## src/sv/zebra_stripe_run_detector_top_macros.svh

```systemverilog
// ----------------------------------------------------------------------------
// Zebra stripe run detector: assertion macros
// Shared concurrent assertion forms. They compile away when ASSERT_OFF is set.
// ----------------------------------------------------------------------------
`ifndef ZEBRA_STRIPE_RUN_DETECTOR_TOP_MACROS_SVH
`define ZEBRA_STRIPE_RUN_DETECTOR_TOP_MACROS_SVH

`ifndef ASSERT_OFF
// The consequent must hold in the same cycle as the antecedent.
`define ZSRD_ASSERT_SAME(lbl, clk_s, rstn_s, ante, cons, msg) \
  lbl: assert property (@(posedge clk_s) disable iff (!rstn_s) (ante) |-> (cons)) \
    else $error(msg);
// The consequent must hold in the cycle after the antecedent.
`define ZSRD_ASSERT_NEXT(lbl, clk_s, rstn_s, ante, cons, msg) \
  lbl: assert property (@(posedge clk_s) disable iff (!rstn_s) (ante) |=> (cons)) \
    else $error(msg);
`else
`define ZSRD_ASSERT_SAME(lbl, clk_s, rstn_s, ante, cons, msg)
`define ZSRD_ASSERT_NEXT(lbl, clk_s, rstn_s, ante, cons, msg)
`endif

`endif

```

## src/sv/zsrd_pkg.sv

```systemverilog
// ----------------------------------------------------------------------------
// Zebra stripe run detector package
// Field widths, function and register codes, reset values and shared types.
// ----------------------------------------------------------------------------
package zsrd_pkg;

  // Field widths.
  localparam int FUNC_W    = 2;
  localparam int PIX_W     = 8;
  localparam int THR_W     = 8;
  localparam int LEN_W     = 6;
  localparam int PASS_W    = 4;
  localparam int CFG_IDX_W = 3;
  localparam int CFG_DAT_W = 8;

  // Only the low PIXEL_BITS bits of a pixel are significant.
  localparam int PIXEL_BITS = 8;
  localparam logic [PIX_W-1:0] PIX_MASK =
    PIX_W'((PIXEL_BITS >= PIX_W) ? {PIX_W{1'b1}} : ((1 << PIXEL_BITS) - 1));

  // Function codes of an input beat.
  localparam logic [FUNC_W-1:0] FUNC_CENTRE = 2'd0;
  localparam logic [FUNC_W-1:0] FUNC_LEFT   = 2'd1;
  localparam logic [FUNC_W-1:0] FUNC_RIGHT  = 2'd2;

  // Configuration register indexes.
  localparam logic [CFG_IDX_W-1:0] REG_THRESHOLD   = 3'd0;
  localparam logic [CFG_IDX_W-1:0] REG_RUN_MIN     = 3'd1;
  localparam logic [CFG_IDX_W-1:0] REG_RUN_MAX     = 3'd2;
  localparam logic [CFG_IDX_W-1:0] REG_DIFF_MAX    = 3'd3;
  localparam logic [CFG_IDX_W-1:0] REG_MIN_STRIPES = 3'd4;

  // Reset values of the configuration registers.
  localparam logic [THR_W-1:0]  RST_THRESHOLD   = 8'd128;
  localparam logic [LEN_W-1:0]  RST_RUN_MIN     = 6'd2;
  localparam logic [LEN_W-1:0]  RST_RUN_MAX     = 6'd20;
  localparam logic [LEN_W-1:0]  RST_DIFF_MAX    = 6'd10;
  localparam logic [PASS_W-1:0] RST_MIN_STRIPES = 4'd6;

  // Saturation points of the run tracker.
  localparam logic [LEN_W-1:0]  LEN_SAT   = {LEN_W{1'b1}};
  localparam logic [PASS_W-1:0] PASS_SAT  = {PASS_W{1'b1}};
  localparam logic [LEN_W-1:0]  IDX_WRAP  = LEN_SAT - 6'd1;
  localparam logic [LEN_W-1:0]  IDX_CHECK = 6'd2;

  typedef struct packed {
    logic [THR_W-1:0]  threshold;
    logic [LEN_W-1:0]  run_min;
    logic [LEN_W-1:0]  run_max;
    logic [LEN_W-1:0]  diff_max;
    logic [PASS_W-1:0] min_stripes;
  } cfg_t;

  // Per-side control for one processed beat.
  typedef struct packed {
    logic clear;
    logic step;
    logic px_dark;
    logic start_dark;
  } side_ctl_t;

endpackage

```

## src/sv/zsrd_in_if.sv

```systemverilog
// ----------------------------------------------------------------------------
// Pixel input channel
// Valid/ready channel carrying one pixel beat.
// ----------------------------------------------------------------------------
interface zsrd_in_if;
  import zsrd_pkg::*;

  logic              valid;
  logic              ready;
  logic [FUNC_W-1:0] func;
  logic [PIX_W-1:0]  pixel;
  logic              last;

  modport source (output valid, func, pixel, last, input ready);
  modport sink   (input valid, func, pixel, last, output ready);
endinterface

```

## src/sv/zsrd_out_if.sv

```systemverilog
// ----------------------------------------------------------------------------
// Result channel
// Valid/ready channel carrying the zebra flags of one scan.
// ----------------------------------------------------------------------------
interface zsrd_out_if;
  logic valid;
  logic ready;
  logic left_zebra;
  logic right_zebra;
  logic both_zebra;

  modport source (output valid, left_zebra, right_zebra, both_zebra, input ready);
  modport sink   (input valid, left_zebra, right_zebra, both_zebra, output ready);
endinterface

```

## src/sv/zsrd_cfg_if.sv

```systemverilog
// ----------------------------------------------------------------------------
// Configuration write channel
// Valid/ready channel carrying a register index and write data.
// ----------------------------------------------------------------------------
interface zsrd_cfg_if;
  import zsrd_pkg::*;

  logic                 valid;
  logic                 ready;
  logic [CFG_IDX_W-1:0] index;
  logic [CFG_DAT_W-1:0] data;

  modport source (output valid, index, data, input ready);
  modport sink   (input valid, index, data, output ready);
endinterface

```

## src/sv/zebra_stripe_run_detector_top.sv

```systemverilog
// A pixel beat marked last is registered in the input stage, then its flags in the result register.
// The input stage takes one pixel beat per cycle while no last beat waits in it.
// A last beat waits in the input stage only while the result register is full and not being read.
// Reset: synchronous, active low; clears the scans, the channels' valid
// flags and restores the configuration defaults.
// ----------------------------------------------------------------------------
// Zebra stripe run detector
// Input stage, two side run trackers and a result register.
// ----------------------------------------------------------------------------
module zebra_stripe_run_detector_top (
  input  logic        clk,
  input  logic        rst_n,
  zsrd_in_if.sink     in_if,
  zsrd_out_if.source  out_if,
  zsrd_cfg_if.sink    cfg_if
);
  import zsrd_pkg::*;

`include "zebra_stripe_run_detector_top_macros.svh"

  cfg_t              cfg;
  logic              s_valid_r;
  logic [FUNC_W-1:0] s_func_r;
  logic [PIX_W-1:0]  s_pix_r;
  logic              s_last_r;
  logic              s_go;
  logic              in_acc;
  logic              start_dark_r, start_dark_nxt;
  logic              out_valid_r;
  logic              left_r, right_r, both_r;
  logic              lz, rz;
  logic              px_side;
  logic              px_dark;
  side_ctl_t         left_ctl, right_ctl;
  logic [PASS_W-1:0] left_pass_nxt, right_pass_nxt;

  zsrd_cfg_regs u_cfg (
    .clk    (clk),
    .rst_n  (rst_n),
    .cfg_if (cfg_if),
    .cfg    (cfg)
  );

  // Handshake: the stage moves on unless a last beat meets a full result slot.
  assign s_go        = s_valid_r && (!s_last_r || !out_valid_r || out_if.ready);
  assign in_if.ready = !s_valid_r || s_go;
  assign in_acc      = in_if.valid && in_if.ready;

  // Input stage.
  always_ff @(posedge clk) begin
    if (!rst_n) begin
      s_valid_r <= 1'b0;
    end else if (in_acc) begin
      s_valid_r <= 1'b1;
    end else if (s_go) begin
      s_valid_r <= 1'b0;
    end
  end

  always_ff @(posedge clk) begin
    if (in_acc) begin
      s_func_r <= in_if.func;
      s_pix_r  <= in_if.pixel & PIX_MASK;
      s_last_r <= in_if.last;
    end
  end

  // Pixel classification and side steering.
  assign px_side = s_pix_r != cfg.threshold;
  assign px_dark = s_pix_r < cfg.threshold;

  always_comb begin
    start_dark_nxt = start_dark_r;
    if (s_go && (s_func_r == FUNC_CENTRE)) begin
      start_dark_nxt = s_pix_r > cfg.threshold;
    end
  end

  always_ff @(posedge clk) begin
    if (!rst_n) begin
      start_dark_r <= 1'b0;
    end else begin
      start_dark_r <= start_dark_nxt;
    end
  end

  always_comb begin
    left_ctl.clear       = s_go && (s_func_r == FUNC_CENTRE);
    left_ctl.step        = s_go && (s_func_r == FUNC_LEFT) && px_side;
    left_ctl.px_dark     = px_dark;
    left_ctl.start_dark  = start_dark_r;
    right_ctl.clear      = left_ctl.clear;
    right_ctl.step       = s_go && (s_func_r == FUNC_RIGHT) && px_side;
    right_ctl.px_dark    = px_dark;
    right_ctl.start_dark = start_dark_r;
  end

  zsrd_side u_left (
    .clk      (clk),
    .rst_n    (rst_n),
    .ctl      (left_ctl),
    .cfg      (cfg),
    .pass_nxt (left_pass_nxt)
  );

  zsrd_side u_right (
    .clk      (clk),
    .rst_n    (rst_n),
    .ctl      (right_ctl),
    .cfg      (cfg),
    .pass_nxt (right_pass_nxt)
  );

  // Result register, loaded from the counts after this beat's update.
  assign lz = left_pass_nxt >= cfg.min_stripes;
  assign rz = right_pass_nxt >= cfg.min_stripes;

  always_ff @(posedge clk) begin
    if (!rst_n) begin
      out_valid_r <= 1'b0;
    end else if (s_go && s_last_r) begin
      out_valid_r <= 1'b1;
    end else if (out_if.ready) begin
      out_valid_r <= 1'b0;
    end
  end

  always_ff @(posedge clk) begin
    if (s_go && s_last_r) begin
      left_r  <= lz;
      right_r <= rz;
      both_r  <= lz && rz;
    end
  end

  assign out_if.valid       = out_valid_r;
  assign out_if.left_zebra  = left_r;
  assign out_if.right_zebra = right_r;
  assign out_if.both_zebra  = both_r;

  // A last beat must never pass a result that is still waiting.
  `ZSRD_ASSERT_SAME(a_no_overrun, clk, rst_n, s_valid_r && s_last_r && out_valid_r && !out_if.ready, !s_go, "last beat overran a waiting result")
  // A processed last beat always shows up as a result next cycle.
  `ZSRD_ASSERT_NEXT(a_result_loaded, clk, rst_n, s_go && s_last_r, out_valid_r, "processed last beat produced no result")
  // The crossing flag is the AND of the side flags.
  `ZSRD_ASSERT_SAME(a_both_and, clk, rst_n, out_valid_r, both_r == (left_r && right_r), "crossing flag disagrees with side flags")

endmodule

```

## src/sv/zsrd_cfg_regs.sv

```systemverilog
// ----------------------------------------------------------------------------
// Configuration registers
// Holds the detector settings; every write beat is taken at once.
// ----------------------------------------------------------------------------
module zsrd_cfg_regs (
  input  logic           clk,
  input  logic           rst_n,
  zsrd_cfg_if.sink       cfg_if,
  output zsrd_pkg::cfg_t cfg
);
  import zsrd_pkg::*;

  cfg_t cfg_r;
  cfg_t cfg_nxt;

  assign cfg_if.ready = 1'b1;
  assign cfg         = cfg_r;

  // Register decode; unknown indexes are dropped.
  always_comb begin
    cfg_nxt = cfg_r;
    if (cfg_if.valid) begin
      unique case (cfg_if.index)
        REG_THRESHOLD:   cfg_nxt.threshold   = cfg_if.data[THR_W-1:0];
        REG_RUN_MIN:     cfg_nxt.run_min     = cfg_if.data[LEN_W-1:0];
        REG_RUN_MAX:     cfg_nxt.run_max     = cfg_if.data[LEN_W-1:0];
        REG_DIFF_MAX:    cfg_nxt.diff_max    = cfg_if.data[LEN_W-1:0];
        REG_MIN_STRIPES: cfg_nxt.min_stripes = cfg_if.data[PASS_W-1:0];
        default:         cfg_nxt = cfg_r;
      endcase
    end
  end

  always_ff @(posedge clk) begin
    if (!rst_n) begin
      cfg_r.threshold   <= RST_THRESHOLD;
      cfg_r.run_min     <= RST_RUN_MIN;
      cfg_r.run_max     <= RST_RUN_MAX;
      cfg_r.diff_max    <= RST_DIFF_MAX;
      cfg_r.min_stripes <= RST_MIN_STRIPES;
    end else begin
      cfg_r <= cfg_nxt;
    end
  end

endmodule

```

## src/sv/zsrd_side.sv

```systemverilog
// ----------------------------------------------------------------------------
// Side run tracker
// Splits one side of the row into light and dark runs and counts the
// leading runs that pass the length and neighbour checks.
// ----------------------------------------------------------------------------
module zsrd_side (
  input  logic                          clk,
  input  logic                          rst_n,
  input  zsrd_pkg::side_ctl_t           ctl,
  input  zsrd_pkg::cfg_t                cfg,
  output logic [zsrd_pkg::PASS_W-1:0]   pass_nxt
);
  import zsrd_pkg::*;

  logic [LEN_W-1:0]  idx_r, idx_nxt;
  logic [LEN_W-1:0]  len_r, len_nxt;
  logic [LEN_W-1:0]  prev_r, prev_nxt;
  logic [PASS_W-1:0] pass_r;
  logic              brk_r, brk_nxt;
  logic              cur_dark;
  logic [LEN_W-1:0]  diff;
  logic              fail;
  logic              check;

  // Colour of the open run alternates with the run index.
  assign cur_dark = ctl.start_dark ^ idx_r[0];
  assign diff     = (prev_r > len_r) ? (prev_r - len_r) : (len_r - prev_r);
  assign fail     = (prev_r < cfg.run_min) || (prev_r >= cfg.run_max) ||
                    (diff >= cfg.diff_max);
  assign check    = (idx_r >= IDX_CHECK) && !brk_r;

  // Next state: extend the open run, or close it and check the one before.
  always_comb begin
    idx_nxt  = idx_r;
    len_nxt  = len_r;
    prev_nxt = prev_r;
    pass_nxt = pass_r;
    brk_nxt  = brk_r;
    if (ctl.clear) begin
      idx_nxt  = '0;
      len_nxt  = '0;
      prev_nxt = '0;
      pass_nxt = '0;
      brk_nxt  = 1'b0;
    end else if (ctl.step) begin
      if (ctl.px_dark == cur_dark) begin
        if (len_r != LEN_SAT) begin
          len_nxt = len_r + 6'd1;
        end
      end else begin
        if (check) begin
          if (fail) begin
            brk_nxt = 1'b1;
          end else if (pass_r != PASS_SAT) begin
            pass_nxt = pass_r + 4'd1;
          end
        end
        prev_nxt = len_r;
        len_nxt  = 6'd1;
        // Past the top the index toggles so the colour parity holds.
        if (idx_r >= IDX_WRAP) begin
          idx_nxt = idx_r ^ 6'd1;
        end else begin
          idx_nxt = idx_r + 6'd1;
        end
      end
    end
  end

  always_ff @(posedge clk) begin
    if (!rst_n) begin
      idx_r  <= '0;
      len_r  <= '0;
      prev_r <= '0;
      pass_r <= '0;
      brk_r  <= 1'b0;
    end else begin
      idx_r  <= idx_nxt;
      len_r  <= len_nxt;
      prev_r <= prev_nxt;
      pass_r <= pass_nxt;
      brk_r  <= brk_nxt;
    end
  end

endmodule

```

## src/flat_wrapper.sv

```systemverilog
// flat-port wrapper written by rule: the top's interface ports become plain ports
module zebra_stripe_run_detector_top_flat import zsrd_pkg::*;
  (clk, rst_n, in_if_valid, in_if_func, in_if_pixel, in_if_last, in_if_ready, out_if_valid, out_if_left_zebra, out_if_right_zebra, out_if_both_zebra, out_if_ready, cfg_if_valid, cfg_if_index, cfg_if_data, cfg_if_ready);
  zsrd_in_if in_if_i ();
  zsrd_out_if out_if_i ();
  zsrd_cfg_if cfg_if_i ();
  input  logic clk;
  input  logic rst_n;
  input wire logic [$bits(in_if_i.valid)-1:0] in_if_valid;
  input wire logic [$bits(in_if_i.func)-1:0] in_if_func;
  input wire logic [$bits(in_if_i.pixel)-1:0] in_if_pixel;
  input wire logic [$bits(in_if_i.last)-1:0] in_if_last;
  output wire logic [$bits(in_if_i.ready)-1:0] in_if_ready;
  output wire logic [$bits(out_if_i.valid)-1:0] out_if_valid;
  output wire logic [$bits(out_if_i.left_zebra)-1:0] out_if_left_zebra;
  output wire logic [$bits(out_if_i.right_zebra)-1:0] out_if_right_zebra;
  output wire logic [$bits(out_if_i.both_zebra)-1:0] out_if_both_zebra;
  input wire logic [$bits(out_if_i.ready)-1:0] out_if_ready;
  input wire logic [$bits(cfg_if_i.valid)-1:0] cfg_if_valid;
  input wire logic [$bits(cfg_if_i.index)-1:0] cfg_if_index;
  input wire logic [$bits(cfg_if_i.data)-1:0] cfg_if_data;
  output wire logic [$bits(cfg_if_i.ready)-1:0] cfg_if_ready;
  assign in_if_i.valid = in_if_valid;
  assign in_if_i.func = in_if_func;
  assign in_if_i.pixel = in_if_pixel;
  assign in_if_i.last = in_if_last;
  assign in_if_ready = in_if_i.ready;
  assign out_if_valid = out_if_i.valid;
  assign out_if_left_zebra = out_if_i.left_zebra;
  assign out_if_right_zebra = out_if_i.right_zebra;
  assign out_if_both_zebra = out_if_i.both_zebra;
  assign out_if_i.ready = out_if_ready;
  assign cfg_if_i.valid = cfg_if_valid;
  assign cfg_if_i.index = cfg_if_index;
  assign cfg_if_i.data = cfg_if_data;
  assign cfg_if_ready = cfg_if_i.ready;
  zebra_stripe_run_detector_top u_core (.clk(clk), .rst_n(rst_n), .in_if(in_if_i), .out_if(out_if_i), .cfg_if(cfg_if_i));
endmodule
```

## config.mk

```make
export PLATFORM = sky130hd
export DESIGN_NAME = zebra_stripe_run_detector_top_flat
export DESIGN_NICKNAME = d
export VERILOG_FILES = /design/src/sv/zsrd_pkg.sv /design/src/sv/zsrd_in_if.sv /design/src/sv/zsrd_out_if.sv /design/src/sv/zsrd_cfg_if.sv /design/src/sv/zebra_stripe_run_detector_top.sv /design/src/sv/zsrd_cfg_regs.sv /design/src/sv/zsrd_side.sv /design/src/flat_wrapper.sv
export VERILOG_INCLUDE_DIRS = /design/src /design/src/sv
export SDC_FILE = /design/constraint.sdc
export NUM_CORES = 1
export LEC_CHECK = 0
export BUFFER_PORTS_ARGS = -buffer_cell sky130_fd_sc_hd__buf_4
export CORE_MARGIN = 2
export CORE_UTILIZATION = 40
export DETAILED_ROUTE_END_ITERATION = 8
export PLACE_DENSITY = 0.6
export SKIP_LAST_GASP = 1
export SLEW_MARGIN = 10
export SYNTH_ARGS = -nofsm -noshare
export SYNTH_HDL_FRONTEND = slang
export SYNTH_SLANG_ARGS = --single-unit
```

## constraint.sdc

```tcl
create_clock -name clk -period 11.25 [get_ports clk]
set_input_delay 1.6875 -clock clk [delete_from_list [all_inputs] [get_ports clk]]
set_output_delay 1.6875 -clock clk [all_outputs]
set_load 0.02 [all_outputs]
```

* After elaboration in Yosys (flattened, before gate mapping)
Index checks and enable logic that the tools add are counted.
Operators by class: $add $sub $neg 10, multiply operators 0, divide/modulo/power cells 0, $lt $le $gt $ge 16, equality and inequality tests 15, shifts and indexed selects 0, muxes and demuxes 24, bitwise gates (word level) 9, reductions and logical operators 41
Operators with widths (count):
- $mux 4 | 12
- $mux 6 | 6
- $add 6x1->6 const B | 4
- $ge 6x6->1 | 4
- $sub 6x6->6 | 4
- $reduce_and 2->1 | 9
- $ge 6x2->1 const B | 2
- $ge 6x6->1 const B | 2
- $gt 6x6->1 | 2
- $lt 6x6->1 | 2
- $ne 6x6->1 const B | 2
- $logic_and 1x1->1 | 11
- $add 4x1->4 const B | 2
- $ge 4x4->1 | 2
- $gt 8x8->1 | 1
- $lt 8x8->1 | 1
- $ne 4x4->1 const B | 2
- $ne 8x8->1 | 1
- $reduce_and 4->1 | 2
- $logic_or 1x1->1 | 7
- $not 1->1 | 7
- $eq 3x2->1 const B | 2
- $mux 1 | 6
- $reduce_and 3->1 | 2
- other kinds (12) | 20
Storage, ports and cells: flip-flop bits (word level) 93, latch bits 0, memory bits (writable) 0, ROM bits 0, input bits 27, output and inout port bits 6, word-level logic and storage cells 141, memories 0

* Logic depth before layout (Yosys ltp)
depth after elaboration 11, gate-level depth with buffers 25, gate-level depth less buffers 24

* Hierarchy
From an unflattened synthesis, not the netlist that was laid out.
Second synthesis, totals: cell total of the unflattened synthesis 670, area, all modules 6104.6 µm²
Modules (own cells, without submodules):
- zsrd_side | instances 2, cells an instance 234, area each 1949.4 µm², seq. area each 460.4 µm²
- zsrd_cfg_regs | instances 1, cells an instance 120, area each 1217.4 µm², seq. area each 600.6 µm²
- zebra_stripe_run_detector_top | instances 1, cells an instance 82, area each 988.4 µm², seq. area each 480.5 µm²

* Worst setup path after synthesis
OpenSTA, ideal clock, no wires.
path kind reg-to-reg, start register u_core.u_right.len_r[0], end register u_core.both_r, in the netlist u_core.out_if.both_zebra (data pin), data arrival time 5.072 ns, required time 10.995 ns, path slack 5.924 ns, stages on the path, launching flop included 25, buffers on the path 1, cell sequence dfxtp_1 ha_1 inv_1 fa_1 a21o_1 a21oi_1 nor2_1 o31a_1 clkbuf_1 mux2_2 o221ai_1 xor2_1 ha_1 a211oi_1 o21ai_0 nor4b_1 o211ai_1 or3_1 a21o_1 ha_1 nand2b_1 a21o_1 a21o_1 a21o_1 and2_1
Between the ends: word-level cells in the longest chain between the ends 11
RTL lines:
- start, declared | RTL line zsrd_side.sv:16 | logic [LEN_W-1:0] len_r, len_nxt;
- start signal, assigned | RTL line zsrd_side.sv:79 | len_r <= len_nxt;
- $sub 6x6->6 or $gt 6x6->1 (tied branches) | RTL line zsrd_side.sv:27 | assign diff = (prev_r > len_r) ? (prev_r - len_r) : (len_r - prev_r);
- $mux 6 (*) | RTL line zsrd_side.sv:27
- $ge 6x6->1 (*) | RTL line zsrd_side.sv:29 | (diff >= cfg.diff_max);
- $logic_or 1x1->1 (*) | RTL line zsrd_side.sv:28 | assign fail = (prev_r < cfg.run_min) || (prev_r >= cfg.run_max) ||
- $mux 4 (*) | RTL line zsrd_side.sv:52 | if (fail) begin
- $mux 4 (*) | RTL line zsrd_side.sv:51 | if (check) begin
- $mux 4 (*) | RTL line zsrd_side.sv:46 | if (ctl.px_dark == cur_dark) begin
- $mux 4 (*) | RTL line zsrd_side.sv:45 | end else if (ctl.step) begin
- $mux 4 (*) | RTL line zsrd_side.sv:39 | if (ctl.clear) begin
- $ge 4x4->1 (*) | RTL line zebra_stripe_run_detector_top.sv:116 | assign rz = right_pass_nxt >= cfg.min_stripes;
- via u_core.rz | RTL line zebra_stripe_run_detector_top.sv:31 | logic lz, rz;
- $logic_and 1x1->1 (*) | RTL line zebra_stripe_run_detector_top.sv:132 | both_r <= lz && rz;
- end signal, assigned | RTL line zebra_stripe_run_detector_top.sv:132
- end, declared | RTL line zebra_stripe_run_detector_top.sv:30 | logic left_r, right_r, both_r;
The timed path passes the listed nets; every way through them passes the cells marked *. A chain may end at the register's enable or synchronous reset.

* Worst setup path in the final report
Same ends and word-level chain as after synthesis.

==> metrics.md <==
| Metric | Value |
|---|---|
| Status | `completed` |
| P_sw | `176 µW` |
| CP Launch Type | `flop` |
| Hold depth | `2` |
| TritonRoute pass-1 iters | `4` |
| Via count | `around 4800` |
| Via-per-instance ratio | `approximately 5.3` |
| Ys flop type | `dfxtp_1` |
| Worst min-delay path class | `reg2reg` |
| Final #Nets | `between 800 and 900` |
| Routed len/inst | `15.3 µm` |
| First-pass GRT wire length | `between 20000 and 25000 µm` |
| Final min period | `around 6.1 ns` |
| Worst Path Arrival | `slightly above 6 ns` |
| Drt drc | `0` |
| Final Hold Fails | `0` |
| Setup bufs post-CTS | `0` |
| EDFF count, synth | `14` |
| Setup Viol. Count Final | `0` |
| Tot GR Track Use | `between 10% and 20%` |
| Vias in the first global route | `about 4700` |
| Placeable Area | `between 10000 and 15000 µm²` |
| Total gr overflow | `0` |
| Distinct cells, synth | `a little over 60` |
| Crit end category | `flop` |
| Hold_buf cts | `0` |
| Clock skew | `~0.0096 ns` |
| I/O pin cnt | `33` |
| FF-to-FF path depth | `23` |
| Initial antenna violation count | `0` |
| Placed cell count | `around 900` |
| Clk sink count | `93` |
| Fin Setup TNS | `0 ns` |
| Input/output buffers | `31` |
| Leakage | `roughly 2.7 nW` |
| Clock power frac | `between 40 and 50%` |
| Syn avg cell area | `about 8.8 µm²` |
| Syn Inst Count | `681` |
| Worst Tran Pin Value | `0.977 ns` |
| Fillers | `about 1400` |
| Die width | `around 130 µm` |
| Worst-Skew Late Latency | `0.35 ns` |
| CTS buffer count | `9` |
| RD Place Congestion | `around 0.85` |
| Row count | `44` |
| Post_cts resized | `0` |
| Syn nets | `approximately 800` |
| Synth warn | `0` |
| Largest net degree at the start of global routing | `38` |
| Final HPWL DP | `around 11000 µm` |
| TritonCTS clock tree | `built` |
| Slew Viols, Final | `0` |
| Non-Filler Instances | `slightly below 900` |
| CP required | `between 10 and 15 ns` |
| Initial Util | `41.0%` |
| Largest cells by area after synthesis | `dfxtp_1, ha_1, edfxtp_1, nand2_1, a21oi_1` |
| Gate power share | `around 8.6%` |
| Peak supply drop | `0.0906 mV` |
| Fmax | `around 160 MHz` |
| Crit Path Max Fanout | `8` |
| H-tree levels | `3` |
| CTS Buffer Depth | `2` |
| Top-area cell type share of the netlist area | `26.4%` |
| Drt total wl | `between 10000 and 15000 µm` |
| Post-Syn Area | `between 5000 and 6000 µm²` |
| Max-cap violations | `0` |
| Critical path type | `reg2reg` |
| Final period util | `54.2%` |
| ANT cells | `0` |
| Sequential area share after synthesis | `between 30% and 40%` |
| Slew Limit Headroom | `33.9%` |
| Die Area | `between 15000 and 20000 µm²` |
| Die height | `between 100 and 150 µm` |
| Pwr Density | `about 110 nW/µm²` |
| CTS Root Cell | `clkbuf_16` |
| Area Overhead vs Synth | `12.0%` |
| Sequential share of power | `a little under half` |
| Unrepaired setup endpoints after global routing | `no` |
| Synth area leader | `dfxtp_1` |
| Internal power | `~560 µW` |
| Post-DRT Antenna Nets | `0` |
| Share of cells above drive strength 1 | `between 10% and 20%` |
| Worst-path clk slew | `around 0.07 ns` |
| Post-synthesis register bit count | `93` |
| 1st-iter DRT viols | `252` |
| Async SR Flop Fraction | `0%` |
| Switch share | `approximately a quarter` |
==> path summary, 6_finish.rpt <==
check,from,end,slack (ns)
hold reg to reg,u_core.u_cfg.cfg[6],u_core.u_cfg.cfg[6],0.47
hold / removal,u_core.u_cfg.cfg[6],u_core.u_cfg.cfg[6],0.47
setup reg to reg,u_core.u_right.len_r[0],u_core.out_if.both_zebra,5.15
setup / recovery,u_core.u_right.len_r[0],u_core.out_if.both_zebra,5.15
==> state kept, by name (all words and copies together), names as in the netlist, 6 cells and up <==
signal                 flops
u_core.s_pix_r             8
u_core.u_left.prev_r       6
u_core.u_cfg.cfg          30
u_core.u_left.idx_r        6
u_core.u_right.prev_r      6
u_core.u_left.len_r        6
u_core.u_right.len_r       6
u_core.u_right.idx_r       6
==> cell usage in the layout, fill, tap and decap left out, types with 12 or more instances in the layout <==
| cell | count |
|---|---|
| nand2_1 | 85 |
| ha_1 | 80 |
| dfxtp_1 | 79 |
| inv_1 | 58 |
| a21oi_1 | 51 |
| nor2_1 | 36 |
| buf_4 | 35 |
| mux2i_1 | 20 |
| a21o_1 | 17 |
| nor3_1 | 16 |
| nor2b_1 | 15 |
| o21ai_0 | 15 |
| a21boi_0 | 14 |
| edfxtp_1 | 14 |
| nand4_1 | 13 |
| a211oi_1 | 13 |
| and3_1 | 12 |
==> cell usage after synthesis, types with 3 or more instances <==
library cell  count
nand2_1          85
dfxtp_1          79
nand3b_1          3
nor4b_1           3
nor2_1           36
o211ai_1          9
o21ai_0          15
a211oi_1         13
mux2_2            6
nor2b_1          15
nor4_2            4
clkbuf_1         18
nand4_1          13
fa_1              4
nand2b_1         10
nor3_1           16
and3_1           12
o211a_1           3
or3_1             8
and2_1            5
o21ai_1           3
inv_1            58
a21oi_1          51
nand3_1          10
a21o_1           17
edfxtp_1         14
o31a_1            5
mux2i_1          20
xnor2_1           7
a21boi_0         14
or2_2             3
xor2_1            4
ha_1             80
==> power by group through the flow <==
stage | clock network [mW] | registers (mW) | logic (mW)
final | 0.322 | 0.348 | 0.0627
after global routing | 0.344 | 0.349 | 0.0700
after CTS | 0.332 | 0.348 | 0.0628
after detailed placement | 0 | 0.356 | 0.0625
after global placement | 0 | 0.356 | 0.0607
after floorplan | 0 | 0.355 | 0.0403
==> area by class of cell <==
class	count	area, µm²	area share, %
multi-input combinational	509	3670	54.8
sequential	93	2000	29.9
timing repair buffer	35	263	3.92
clock buffer	11	254	3.79
tap	184	230	3.43
inverter	58	218	3.25
clock inverter	5	62.6	0.933
==> logic make-up (layout without fill, tap and decap cells) <==
logic type               after synthesis  in the layout  synth area share, %
multiplexers                          26             26                 4.47
AO/OA/AOI/OAI                        152            152                 17.0
other                                  1              1               0.0626
buffers and inverters                 79            109                 5.27
flip-flops                            93             93                 33.4
AND/OR/NAND/NOR                      235            235                 20.0
XOR/XNOR                              11             11                 1.61
adder cells (fa/ha/maj)               84             84                 18.1
==> worst max-delay path, stage by stage (launching register included) <==
cell	delay [ns]
dfxtp_1	0.46
ha_1	0.19
inv_1	0.06
fa_1	0.45
a21o_1	0.18
a21oi_1	0.19
nor2_1	0.06
o31a_1	0.35
mux2_2	0.33
o221ai_1	0.20
xor2_1	0.10
ha_1	0.20
a211oi_1	0.17
o21ai_0	0.11
nor4b_1	0.86
o211ai_1	0.26
or3_1	0.40
a21o_1	0.19
ha_1	0.27
nand2b_1	0.14
a21o_1	0.17
a21o_1	0.17
a21o_1	0.20
and2_1	0.14
==> per-stage QoR <==
stage               hold WS, ns  worst slack [ns]  total power [mW]  instance area (µm²)  utilization (%)
floorplan                 0.437              5.92             0.395                 5990                -
detailed placement        0.461              5.18             0.418                 6390             43.8
CTS                       0.474              5.16             0.743                 6700             46.0
global route              0.500              4.80             0.763                 6700             46.0
global placement          0.450              5.27             0.416                 6390             43.8
finish                    0.471              5.15             0.733                 6700             46.0
==> layer usage <==
layer / wire length, µm / track usage (%) / up-vias / part of all wire [%]
met5: 0 / 0 / - / 0
met3: 383 / 3.75 / 21 / 2.8
met4: 309 / 5.75 / 0 / 2.3
met1: 6730 / 23.0 / 2211 / 49
met2: 6250 / 29.4 / 72 / 46
li1: - / - / 2465 / -
(Power assumes the default switching activity.)
